==> src/rtl/hwpc_pkg.sv <==
`timescale 1ns / 1ps

package hwpc_pkg;

  // Field and datapath widths.
  localparam int IDX_W  = 12;  // domain_index
  localparam int CNT_W  = 13;  // color_count register
  localparam int SLOT_W = 13;  // scrambled slot j, always below the count
  localparam int NUM_W  = 22;  // 360 * j
  localparam int HUE_W  = 9;   // whole-degree hue, below 360
  localparam int OFS_W  = 6;   // offset inside a sector, below 60
  localparam int CH_W   = 8;   // one color channel

  // Configuration port layout.
  localparam int CFG_DATA_W = 32;
  localparam int CFG_ADDR_W = 3;
  localparam logic [0:0] REG_COLOR_COUNT = 1'b0;  // register index, taken from paddr[2]

  localparam logic [CNT_W-1:0] COLOR_COUNT_RST = 13'd8;
  localparam int MAX_COLORS_DEF = 4096;

  // Hue wheel constants.
  localparam int HUE_FULL   = 360;
  localparam int SECTOR_DEG = 60;
  localparam logic [CH_W-1:0] CH_FULL = 8'd255;

  // Queue between the front and the back.
  localparam int QUEUE_DEPTH = 4;
  localparam int QPTR_W      = $clog2(QUEUE_DEPTH);

  // One classified item as it waits in the queue.
  typedef struct packed {
    logic              known;
    logic [SLOT_W-1:0] slot;
  } hwpc_item_t;

  // Queue status seen by the front and the back.
  typedef struct packed {
    logic full;
    logic empty;
  } hwpc_qstat_t;

endpackage

==> src/rtl/hwpc_front.sv <==
`timescale 1ns / 1ps

module hwpc_front (
  input  logic [hwpc_pkg::IDX_W-1:0] domain_index,
  input  logic                       accept,
  input  logic [hwpc_pkg::CNT_W-1:0] eff_count,
  output logic                       push,
  output hwpc_pkg::hwpc_item_t       item
);

  logic [hwpc_pkg::CNT_W-1:0]  idx_ext;
  logic [hwpc_pkg::CNT_W-1:0]  half;
  logic [hwpc_pkg::CNT_W:0]    even_sum;
  logic [hwpc_pkg::CNT_W:0]    even_red;
  logic [hwpc_pkg::CNT_W:0]    odd_sum;
  logic [hwpc_pkg::SLOT_W-1:0] slot_even;
  logic [hwpc_pkg::SLOT_W-1:0] slot_odd;

  assign idx_ext = hwpc_pkg::CNT_W'(domain_index);
  assign half    = eff_count >> 1;

  // Even count n = 2h: idx*(h+1) mod n is idx, plus h for an odd idx, reduced once.
  assign even_sum  = (hwpc_pkg::CNT_W+1)'(idx_ext) +
                     (domain_index[0] ? (hwpc_pkg::CNT_W+1)'(half) : '0);
  assign even_red  = (even_sum >= (hwpc_pkg::CNT_W+1)'(eff_count)) ?
                     even_sum - (hwpc_pkg::CNT_W+1)'(eff_count) : even_sum;
  assign slot_even = even_red[hwpc_pkg::SLOT_W-1:0];

  // Odd count: h+1 is the inverse of two, so the slot is idx/2 or (idx+n)/2.
  assign odd_sum  = (hwpc_pkg::CNT_W+1)'(idx_ext) +
                    (domain_index[0] ? (hwpc_pkg::CNT_W+1)'(eff_count) : '0);
  assign slot_odd = odd_sum[hwpc_pkg::SLOT_W:1];

  // Classify and hand the transaction to the queue.
  assign push       = accept;
  assign item.known = (eff_count != '0) && (idx_ext < eff_count);
  assign item.slot  = eff_count[0] ? slot_odd : slot_even;

endmodule

==> src/rtl/hwpc_queue.sv <==
`timescale 1ns / 1ps

module hwpc_queue (
  input  logic                 clk,
  input  logic                 rst_n,
  input  logic                 push,
  input  hwpc_pkg::hwpc_item_t push_item,
  input  logic                 pop,
  output hwpc_pkg::hwpc_item_t pop_item,
  output hwpc_pkg::hwpc_qstat_t stat
);

  hwpc_pkg::hwpc_item_t             entry_r [hwpc_pkg::QUEUE_DEPTH];
  logic [hwpc_pkg::QPTR_W-1:0]      wr_ptr_r, wr_ptr_nxt;
  logic [hwpc_pkg::QPTR_W-1:0]      rd_ptr_r, rd_ptr_nxt;
  logic [hwpc_pkg::QPTR_W:0]        count_r, count_nxt;

  assign stat.full  = (count_r == (hwpc_pkg::QPTR_W+1)'(hwpc_pkg::QUEUE_DEPTH));
  assign stat.empty = (count_r == '0);
  assign pop_item   = entry_r[rd_ptr_r];

  // Pointer and fill count updates.
  always_comb begin
    wr_ptr_nxt = push ? wr_ptr_r + 1'b1 : wr_ptr_r;
    rd_ptr_nxt = pop ? rd_ptr_r + 1'b1 : rd_ptr_r;
    count_nxt  = count_r;
    if (push && !pop) begin
      count_nxt = count_r + 1'b1;
    end else if (pop && !push) begin
      count_nxt = count_r - 1'b1;
    end
  end

  always_ff @(posedge clk) begin
    if (!rst_n) begin
      wr_ptr_r <= '0;
      rd_ptr_r <= '0;
      count_r  <= '0;
    end else begin
      wr_ptr_r <= wr_ptr_nxt;
      rd_ptr_r <= rd_ptr_nxt;
      count_r  <= count_nxt;
    end
  end

  // Entry storage.
  always_ff @(posedge clk) begin
    if (push) begin
      entry_r[wr_ptr_r] <= push_item;
    end
  end

endmodule

==> src/rtl/hwpc_back.sv <==
`timescale 1ns / 1ps

module hwpc_back (
  input  logic                       clk,
  input  logic                       rst_n,
  input  logic [hwpc_pkg::CNT_W-1:0] eff_count,
  input  hwpc_pkg::hwpc_qstat_t      qstat,
  input  hwpc_pkg::hwpc_item_t       q_item,
  output logic                       q_pop,
  output logic                       out_tvalid,
  input  logic                       out_tready,
  output logic [31:0]                out_tdata,
  output logic [0:0]                 out_tuser
);

  localparam int STAGES = hwpc_pkg::HUE_W + 1;

  typedef enum logic [2:0] {
    SEC_RED_YEL = 3'd0,
    SEC_YEL_GRN = 3'd1,
    SEC_GRN_CYN = 3'd2,
    SEC_CYN_BLU = 3'd3,
    SEC_BLU_MAG = 3'd4,
    SEC_MAG_RED = 3'd5
  } sector_t;

  logic                         adv;

  // Divider pipeline: index 0 holds 360*j, each later index resolves one quotient bit.
  logic                         vld_r   [STAGES];
  logic                         known_r [STAGES];
  logic [hwpc_pkg::NUM_W-1:0]   rem_r   [STAGES];
  logic [hwpc_pkg::HUE_W-1:0]   quo_r   [STAGES];
  logic [hwpc_pkg::NUM_W-1:0]   rem_nxt [STAGES];
  logic [hwpc_pkg::HUE_W-1:0]   quo_nxt [STAGES];

  // Sector stage.
  logic                         s_vld_r, s_known_r;
  sector_t                      s_sec_r, s_sec_nxt;
  logic [hwpc_pkg::OFS_W-1:0]   s_ofs_r, s_ofs_nxt;
  logic [hwpc_pkg::HUE_W-1:0]   hue;
  logic [hwpc_pkg::HUE_W-1:0]   sec_base;

  // Output register.
  logic                         o_vld_r;
  logic [31:0]                  o_data_r, o_data_nxt;
  logic [0:0]                   o_user_r, o_user_nxt;
  logic [9:0]                   rise_prod, fall_prod;
  logic [hwpc_pkg::OFS_W:0]     fall_ofs;
  logic [hwpc_pkg::CH_W-1:0]    rise, fall, red, green, blue;

  // The whole back moves as one when the output slot is free or being taken.
  assign adv   = !o_vld_r || out_tready;
  assign q_pop = adv && !qstat.empty;

  // Restoring division steps against the count shifted into place.
  always_comb begin
    for (int k = 0; k < STAGES - 1; k++) begin
      logic [hwpc_pkg::NUM_W-1:0] dv;
      dv = hwpc_pkg::NUM_W'(eff_count) << (hwpc_pkg::HUE_W - 1 - k);
      if (rem_r[k] >= dv) begin
        rem_nxt[k+1] = rem_r[k] - dv;
        quo_nxt[k+1] = quo_r[k] | (hwpc_pkg::HUE_W'(1) << (hwpc_pkg::HUE_W - 1 - k));
      end else begin
        rem_nxt[k+1] = rem_r[k];
        quo_nxt[k+1] = quo_r[k];
      end
    end
    rem_nxt[0] = hwpc_pkg::NUM_W'(q_item.slot) * hwpc_pkg::NUM_W'(hwpc_pkg::HUE_FULL);
    quo_nxt[0] = '0;
  end

  always_ff @(posedge clk) begin
    if (!rst_n) begin
      for (int k = 0; k < STAGES; k++) begin
        vld_r[k] <= 1'b0;
      end
    end else if (adv) begin
      vld_r[0] <= !qstat.empty;
      for (int k = 1; k < STAGES; k++) begin
        vld_r[k] <= vld_r[k-1];
      end
    end
  end

  always_ff @(posedge clk) begin
    if (adv) begin
      known_r[0] <= q_item.known;
      rem_r[0]   <= rem_nxt[0];
      quo_r[0]   <= quo_nxt[0];
      for (int k = 1; k < STAGES; k++) begin
        known_r[k] <= known_r[k-1];
        rem_r[k]   <= rem_nxt[k];
        quo_r[k]   <= quo_nxt[k];
      end
    end
  end

  // Split the hue into its sector and the offset inside it.
  assign hue = quo_r[STAGES-1];

  always_comb begin
    if (hue >= hwpc_pkg::HUE_W'(5 * hwpc_pkg::SECTOR_DEG)) begin
      s_sec_nxt = SEC_MAG_RED;
    end else if (hue >= hwpc_pkg::HUE_W'(4 * hwpc_pkg::SECTOR_DEG)) begin
      s_sec_nxt = SEC_BLU_MAG;
    end else if (hue >= hwpc_pkg::HUE_W'(3 * hwpc_pkg::SECTOR_DEG)) begin
      s_sec_nxt = SEC_CYN_BLU;
    end else if (hue >= hwpc_pkg::HUE_W'(2 * hwpc_pkg::SECTOR_DEG)) begin
      s_sec_nxt = SEC_GRN_CYN;
    end else if (hue >= hwpc_pkg::HUE_W'(hwpc_pkg::SECTOR_DEG)) begin
      s_sec_nxt = SEC_YEL_GRN;
    end else begin
      s_sec_nxt = SEC_RED_YEL;
    end
    sec_base  = hwpc_pkg::HUE_W'(s_sec_nxt) * hwpc_pkg::HUE_W'(hwpc_pkg::SECTOR_DEG);
    s_ofs_nxt = hwpc_pkg::OFS_W'(hue - sec_base);
  end

  always_ff @(posedge clk) begin
    if (!rst_n) begin
      s_vld_r <= 1'b0;
    end else if (adv) begin
      s_vld_r <= vld_r[STAGES-1];
    end
  end

  always_ff @(posedge clk) begin
    if (adv) begin
      s_known_r <= known_r[STAGES-1];
      s_sec_r   <= s_sec_nxt;
      s_ofs_r   <= s_ofs_nxt;
    end
  end

  // Rising and falling ramps, 17/4 per degree, then the sector table.
  always_comb begin
    fall_ofs  = (hwpc_pkg::OFS_W+1)'(hwpc_pkg::SECTOR_DEG) - (hwpc_pkg::OFS_W+1)'(s_ofs_r);
    rise_prod = (10'(s_ofs_r) << 4) + 10'(s_ofs_r);
    fall_prod = (10'(fall_ofs) << 4) + 10'(fall_ofs);
    rise      = rise_prod[9:2];
    fall      = fall_prod[9:2];
    case (s_sec_r)
      SEC_RED_YEL: begin red = hwpc_pkg::CH_FULL; green = rise;             blue = '0; end
      SEC_YEL_GRN: begin red = fall;              green = hwpc_pkg::CH_FULL; blue = '0; end
      SEC_GRN_CYN: begin red = '0; green = hwpc_pkg::CH_FULL; blue = rise;              end
      SEC_CYN_BLU: begin red = '0; green = fall;              blue = hwpc_pkg::CH_FULL; end
      SEC_BLU_MAG: begin red = rise;              green = '0; blue = hwpc_pkg::CH_FULL; end
      default:     begin red = hwpc_pkg::CH_FULL; green = '0; blue = fall;              end
    endcase
    if (s_known_r) begin
      o_data_nxt = {hwpc_pkg::CH_FULL, blue, green, red};
      o_user_nxt = 1'b1;
    end else begin
      o_data_nxt = '0;
      o_user_nxt = 1'b0;
    end
  end

  always_ff @(posedge clk) begin
    if (!rst_n) begin
      o_vld_r <= 1'b0;
    end else if (adv) begin
      o_vld_r <= s_vld_r;
    end
  end

  always_ff @(posedge clk) begin
    if (adv) begin
      o_data_r <= o_data_nxt;
      o_user_r <= o_user_nxt;
    end
  end

  assign out_tvalid = o_vld_r;
  assign out_tdata  = o_data_r;
  assign out_tuser  = o_user_r;

endmodule

==> src/rtl/hue_wheel_palette_color.sv <==
`timescale 1ns / 1ps

// Channel | Direction | Handshake              | Payload
// in_     | in        | in_tvalid / in_tready  | in_tdata[11:0] domain_index
// out_    | out       | out_tvalid / out_tready| out_tdata red, green, blue, alpha;
//         |           |                        | out_tuser valid_res
// cfg_    | in        | APB, pready tied high  | 0x0 color_count (13 bits)
//
// One color per clock is sustained while out_tready is high; from acceptance to out_tvalid
// an item passes, when the queue is empty, the queue write at the accepting edge, then the
// 360*j stage, nine divider stages, sector and output registers.
// The nine-stage restoring divider for floor(360*j/n) sets the latency.
// Synchronous active-low reset empties the queue and the pipeline and sets color_count to 8.
// A stalled output freezes the back; the front keeps taking items until its four-entry
// queue is full.
module hue_wheel_palette_color #(
  parameter int MAX_COLORS = hwpc_pkg::MAX_COLORS_DEF
) (
  input  logic                            clk,
  input  logic                            rst_n,
  input  logic                            in_tvalid,
  output logic                            in_tready,
  input  logic [15:0]                     in_tdata,    // [11:0] domain_index
  output logic                            out_tvalid,
  input  logic                            out_tready,
  output logic [31:0]                     out_tdata,   // [7:0] red, [15:8] green,
                                                       // [23:16] blue, [31:24] alpha
  output logic [0:0]                      out_tuser,   // [0] valid_res
  input  logic                            cfg_psel,
  input  logic                            cfg_penable,
  input  logic                            cfg_pwrite,
  input  logic [hwpc_pkg::CFG_ADDR_W-1:0] cfg_paddr,
  input  logic [hwpc_pkg::CFG_DATA_W-1:0] cfg_pwdata,
  output logic [hwpc_pkg::CFG_DATA_W-1:0] cfg_prdata,
  output logic                            cfg_pready
);

  localparam int CNT_MAX = (1 << hwpc_pkg::CNT_W) - 1;
  localparam int CLAMP   = (MAX_COLORS < CNT_MAX) ? MAX_COLORS : CNT_MAX;

  logic [hwpc_pkg::CNT_W-1:0] color_count_r, color_count_nxt;
  logic [hwpc_pkg::CNT_W-1:0] eff_count;
  logic                       cfg_wr;
  logic                       in_accept;
  logic                       push, pop;
  hwpc_pkg::hwpc_item_t       push_item, pop_item;
  hwpc_pkg::hwpc_qstat_t      qstat;

  // Register port.
  assign cfg_pready = 1'b1;
  assign cfg_wr     = cfg_psel && cfg_penable && cfg_pwrite && cfg_pready &&
                      (cfg_paddr[2] == hwpc_pkg::REG_COLOR_COUNT);
  assign color_count_nxt = cfg_wr ? cfg_pwdata[hwpc_pkg::CNT_W-1:0] : color_count_r;
  assign cfg_prdata = (cfg_paddr[2] == hwpc_pkg::REG_COLOR_COUNT) ?
                      hwpc_pkg::CFG_DATA_W'(color_count_r) : '0;

  always_ff @(posedge clk) begin
    if (!rst_n) begin
      color_count_r <= hwpc_pkg::COLOR_COUNT_RST;
    end else begin
      color_count_r <= color_count_nxt;
    end
  end

  // Count as used, saturated at the palette limit.
  assign eff_count = (color_count_r > hwpc_pkg::CNT_W'(CLAMP)) ?
                     hwpc_pkg::CNT_W'(CLAMP) : color_count_r;

  // Input transaction handshake.
  assign in_tready = !qstat.full;
  assign in_accept = in_tvalid && in_tready;

  hwpc_front u_front (
    .domain_index (in_tdata[hwpc_pkg::IDX_W-1:0]),
    .accept       (in_accept),
    .eff_count    (eff_count),
    .push         (push),
    .item         (push_item)
  );

  hwpc_queue u_queue (
    .clk       (clk),
    .rst_n     (rst_n),
    .push      (push),
    .push_item (push_item),
    .pop       (pop),
    .pop_item  (pop_item),
    .stat      (qstat)
  );

  hwpc_back u_back (
    .clk        (clk),
    .rst_n      (rst_n),
    .eff_count  (eff_count),
    .qstat      (qstat),
    .q_item     (pop_item),
    .q_pop      (pop),
    .out_tvalid (out_tvalid),
    .out_tready (out_tready),
    .out_tdata  (out_tdata),
    .out_tuser  (out_tuser)
  );

endmodule

==> config.mk <==
export PLATFORM = sky130hd
export DESIGN_NAME = hue_wheel_palette_color
export DESIGN_NICKNAME = d
export VERILOG_FILES = /design/src/rtl/hwpc_pkg.sv /design/src/rtl/hwpc_front.sv /design/src/rtl/hwpc_queue.sv /design/src/rtl/hwpc_back.sv /design/src/rtl/hue_wheel_palette_color.sv
export SDC_FILE = /design/constraint.sdc
export NUM_CORES = 1
export LEC_CHECK = 0
export BUFFER_PORTS_ARGS = -buffer_cell sky130_fd_sc_hd__buf_2
export CAP_MARGIN = 20
export CELL_PAD_IN_SITES_DETAIL_PLACEMENT = 0
export CELL_PAD_IN_SITES_GLOBAL_PLACEMENT = 1
export CORE_ASPECT_RATIO = 1.1
export CORE_MARGIN = 2
export CORE_UTILIZATION = 50
export CTS_CLUSTER_SIZE = 30
export DETAILED_ROUTE_END_ITERATION = 8
export PLACE_DENSITY_LB_ADDON = 0.1
export SLEW_MARGIN = 10
export SYNTH_ARGS = -nofsm -noshare
export SYNTH_HDL_FRONTEND = slang
export SYNTH_SLANG_ARGS = --single-unit
==> constraint.sdc <==
create_clock -name clk -period 10.29 [get_ports clk]
set_clock_uncertainty 0.05 [all_clocks]
set_input_delay 0.5145 -clock clk [delete_from_list [all_inputs] [get_ports clk]]
set_output_delay 0.5145 -clock clk [all_outputs]
set_load 0.05 [all_outputs]
# Yosys cells after proc, flatten, opt, wreduce, memory -nomap -nowiden
# Memory sizes are Yosys's and may differ from the RTL's. A register that Yosys moved wholly into a read port is not among the register bits.
# Cells that the tools add are included.
[totals]
latchBits = 0
mem_bits_rw = 386
register_bits = 63
romBits = 0
mem_count = 5
out_inout_bits = 68
[op_classes]
n_shift = 0
eq_ne = 5
magnitude_cmp = 17
n_mux = 55
addsub = 20
mul = 2
n_bitwise = 11
n_reduce_logical = 23
div = 0
[memory_table]
columns = ["name", "words", "word_bits", "rd", "rd_clocked_by_memory_dff", "write_ports", "line_no", "text"]
rows = [
  ["u_back.rem_r", 10, 22, 9, 0, 10, "hwpc_back.sv:32", "logic [hwpc_pkg::NUM_W-1:0] rem_r [STAGES];"],
  ["u_back.quo_r", 10, 9, 10, 0, 10, "hwpc_back.sv:33", "logic [hwpc_pkg::HUE_W-1:0] quo_r [STAGES];"],
  ["u_queue.entry_r", 4, 14, 1, 1, 1, "hwpc_queue.sv:13", "hwpc_pkg::hwpc_item_t entry_r [hwpc_pkg::QUEUE_DEPTH];"],
  ["u_back.known_r", 10, 1, 10, 1, 10, "hwpc_back.sv:31", "logic known_r [STAGES];"],
  ["u_back.vld_r", 10, 1, 10, 1, 10, "hwpc_back.sv:30", "logic vld_r [STAGES];"],
]
[ops]
columns = ["operator", "count"]
rows = [
  ["$mux 22", 9],
  ["$pmux 8 s3", 3],
  ["$mux 13", 5],
  ["$mux 32", 1],
  ["$ge 22x13->1", 1],
  ["$ge 22x14->1", 1],
  ["$ge 22x15->1", 1],
  ["$ge 22x16->1", 1],
  ["$ge 22x17->1", 1],
  ["$ge 22x18->1", 1],
  ["$ge 22x19->1", 1],
  ["$ge 22x20->1", 1],
  ["$ge 22x21->1", 1],
  ["$sub 22x13->22", 1],
  ["$sub 22x14->22", 1],
  ["$sub 22x15->22", 1],
  ["$sub 22x16->22", 1],
  ["$sub 22x17->22", 1],
  ["$sub 22x18->22", 1],
  ["$sub 22x19->22", 1],
  ["$sub 22x20->22", 1],
  ["$sub 22x21->22", 1],
  ["$mux 3", 7],
  ["$mux 1", 20],
  ["other kinds (39)", 70],
]

# Depth between registers and ports, before layout
# An unclocked memory read counts as a cell.
[logic_depth]
ltp_word = 9
depth_mapped = 26
mapped_depth_nobuf = 23

# By module
# Synthesis repeated with hierarchy kept, for this count alone.
[hier_totals]
hier_cells = 2311
hier_area_um2 = 24308.3
[by_module_without_submodules]
columns = ["module", "area_each_um2", "cells_per_inst", "n_inst", "seq_area_each_um2"]
rows = [
  ["hwpc_back", 18163.7, 1673, 1, 8177.8],
  ["hwpc_front", 2761.4, 412, 1, 0.0],
  ["hwpc_queue", 2493.6, 116, 1, 1861.8],
  ["hue_wheel_palette_color", 889.6, 110, 1, 260.2],
]

# Least setup slack after synthesis
# No wires, ideal clock.
[synth_path]
path_type = "reg-to-reg"
start = "reg u_back.o_vld_r (netlist: u_back.out_tvalid)"
end = "mem u_back.vld_r[9] (data pin)"
synth_period_minus_slack_ns = 9.031
n_path_buf = 1
t_arrival_ns = 8.794
setup_time_ns = 0.187
setup_slack_ns = 1.259
path_stages_with_launch = 5
cell_sequence = "dfxtp_1 nor2b_1 inv_1 clkbuf_1 and3_1"
[synth_rtl]
columns = ["element", "line_no", "text"]
rows = [
  ["start, declared", "hwpc_back.sv:45", "logic o_vld_r;"],
  ["start signal, assigned", "hwpc_back.sv:164", "o_vld_r <= s_vld_r;"],
  ["end, declared", "hwpc_back.sv:30", ""],
]

==> run summary <==
HPWL after DPL - 37600 um
Class of the worst hold path - primary input to flip-flop
Die W - 209 um
First-pass iteration count of the detailed router - 5
Die ar. - 0.0481 sq mm
Ports - 126
Crit Path Max Fanout - 19
Cell Area, Synth - 0.0232 sq mm
Worst Tran Pin Value - 1.02 ns
Diodes inserted - 0
R2R Path End - u_queue.entry_r[0][12]
Fin. max-slew vios - 0
DRC - 0
Worst skew pair latency - 0.56 ns
Required @ worst endpoint - 10.51 ns
Max-cap violations - 0
CORE AREA - 0.0457 sq mm
Clock transition at path regs - 0.06 ns
R2R setup slack - 4.48 ns
CP Capture Point - u_queue.entry_r[0][12]
Post-synth ARST share - 0%
Setup repair bufs after CTS - 0
Top cells by area, synth - edfxtp_1 (42%), ha_1 (11%), xnor2_1 (4.2%)
Layout filler cell count - 4003
Post-synth top area cell - edfxtp_1
Final std cells w/o fill - 2863
Main synth FF type - edfxtp_1
First-pass GRT wire length - 82100 um
Final WL - 51300 um
Critical Path Source Type - flip-flop
Post-CTS Hold Fix Bufs - 0
Final setup fails - 0
Num CTS Buffers - 42
Final Hold Violating Endpoints - 0
RSZ-0062 raised after global routing - no
Row cnt - 82
Hold path start - cfg_pwdata[3]
Status - finished clean
Initial antenna violation count - 0
Post-route ant nets - 0
Slew headroom - 31.8%
# placed instances - 2785
Avg Inst Size Synth - 10.7 sq um
Max Freq - 172 MHz
Nets - 2535
Post-synth cell types - 91
Post-synthesis cell count - 2178
Most common cell after layout, fill and taps aside - edfxtp_1
Leakage Power - 10.3 nW
DR WL/cell - 17.9 um
Avg Vias per Cell - 5.65
Setup crit start - color_count_r[7]
Iter 0 DRT Violations - 939
Layout cells sized above 1 - 10.8%
Area Overhead vs Synth - 10.0%
#FFs+latches synth - 354
Fin Hold WS - 0.118 ns
Port Buf Inserts - 80
Die height - 230 um
CTS tree - built
Reg2Reg Depth - 22
Sequential fraction of the synthesis area - 44.4%
Clock buffer depth - 3
GRT Total Usage - 21.4%
EDFF count, synth - 321
Most frequent cells in the layout - edfxtp_1 (321), ha_1 (200), nand2_1 (185), inv_1 (155), a21oi_1 (137)
Yosys Warn Count - 0
Vias in the first global route - 16.0k
Crit end category - flip-flop
Setup TNS - 0 ns
VDD IR max - 643 uV
# resized after CTS - 0
Crit path time final - 5.81 ns
Largest net degree at the start of global routing - 142
Initial Util - 50.8%
GRT overflow - 0
Via Count - 16.2k
Worst endpoint data arrival time - 6.03 ns
Tcrit/Tclk final - 56.5%
Clk sinks - 354
H-tree depth - 2
Type of the worst setup path - flip-flop to flip-flop
Routability cong. - 0.886
Yosys top cell area share - 41.5%
Pwr dens - 384 mW/mm^2
Root buf cell - clkbuf_16
Reg-to-Reg Start - color_count_r[7]
## sequential cells by signal (all words and copies together), names as in the netlist, named ones only
| signal | count |
|---|---|
| u_queue.rd_ptr_r | 2 |
| u_queue.count_r | 3 |
| u_back.s_sec_r | 3 |
| u_back.out_tdata | 25 |
| u_back.s_known_r | 1 |
| u_queue.wr_ptr_r | 2 |
| u_back.rem_r | 174 |
| u_back.known_r | 10 |
| u_back.out_tvalid | 1 |
| u_back.quo_r | 45 |
| u_back.s_ofs_r | 6 |
| u_queue.entry_r | 56 |
| u_back.s_vld_r | 1 |
| color_count_r | 13 |
| u_back.vld_r | 10 |
## worst min-delay path by stage
stage	to	slack (ns)	cells past startpoint
after floorplan	u_back.known_r[1]	0.35	0
after global placement	u_back.quo_r[2][8]	0.35	0
after detailed placement	u_back.quo_r[6][6]	0.35	0
after CTS	color_count_r[3]	0.09	3
after global routing	color_count_r[3]	0.11	3
final	color_count_r[3]	0.12	3
## synth_stat cells (all sizes together), types with 6 or more instances
library cell	number
edfxtp	321
ha	200
nand2	186
inv	157
a21oi	141
nor2	136
o21ai	131
xnor2	112
buf	54
xor2	52
a21o	49
nor2b	42
clkbuf	40
a21boi	39
fa	35
dfxtp	33
nand3	32
nor3	32
mux2	29
nand2b	25
mux2i	20
nor4	20
and2	18
nand4	18
a211oi	17
o21a	17
a311oi	15
and3	15
o21bai	15
mux4	14
a31oi	12
o31ai	12
or3	12
or4	10
maj3	9
or2	8
a211o	7
o211ai	7
o22ai	7
a2111oi	6
## kinds of logic (layout without fill, tap and decap cells)
| group | after synthesis | after routing | share of synthesized area, % |
|---|---|---|---|
| simple gates | 583 | 583 | 12.4 |
| compound gates | 517 | 517 | 14.5 |
| flops | 354 | 354 | 44.4 |
| buf+inv | 251 | 330 | 4.72 |
| fa+ha+maj | 244 | 244 | 14.2 |
| xor+xnor | 164 | 164 | 6.19 |
| mux | 63 | 63 | 3.63 |
| other cells | 2 | 20 | 0.0324 |
## through the flow
stage          total power [mW]  utilization [%]  setup slack, ns  instance area [sq um]
6_report                   9.82             55.9             4.48                  25500
5_1_grt                    10.7             55.9             4.04                  25500
4_1_cts                    9.92             55.9             4.48                  25500
3_5_place_dp               8.25             52.6             4.51                  24000
3_3_place_gp               8.15             52.6             4.58                  24000
2_1_floorplan              7.09                -             1.26                  23300
## final cells by class
cell class	count	area (sq um)	area share, %
Clock buffer	47	1090	4.27
Clock inverter	30	410	1.61
Inverter	157	597	2.34
Multi-Input combinational cell	1591	11900	46.5
Sequential cell	354	10300	40.3
Tap cell	588	736	2.88
Timing Repair Buffer	96	524	2.05
## where the power goes
group          internal, mW  switching, mW
registers              2.53          0.368
clock network          1.02          0.592
logic                  2.34           2.98
total                  5.88           3.94
## critical path, stage by stage, from the launching register on
cell and delay (ns):
dfxtp_1 0.38, nor4_2 0.47, a31o_2 0.28, and2_1 0.17
nand2_1 0.13, inv_1 0.08, ha_1 0.25, a21o_1 0.13
o221ai_1 0.12, o2bb2ai_1 0.19, a221o_1 0.41, a211oi_2 0.29
o21ai_1 0.15, mux2i_1 0.23, nand3_1 0.11, ha_1 0.36
nand2_1 0.10, nor4_1 0.33, nor3_1 0.08, a21oi_1 0.15
or2_2 0.39, a211oi_1 0.10, a211oi_1 0.58
## routing by layer
metal | part of all wire [%] | global-route usage (%)
met5 | 0 | 0
met3 | 3.0 | 3.20
met2 | 50 | 37.8
met1 | 45 | 27.5
met4 | 2.4 | 5.89
No activity file was read; power rests on OpenSTA's default activity.
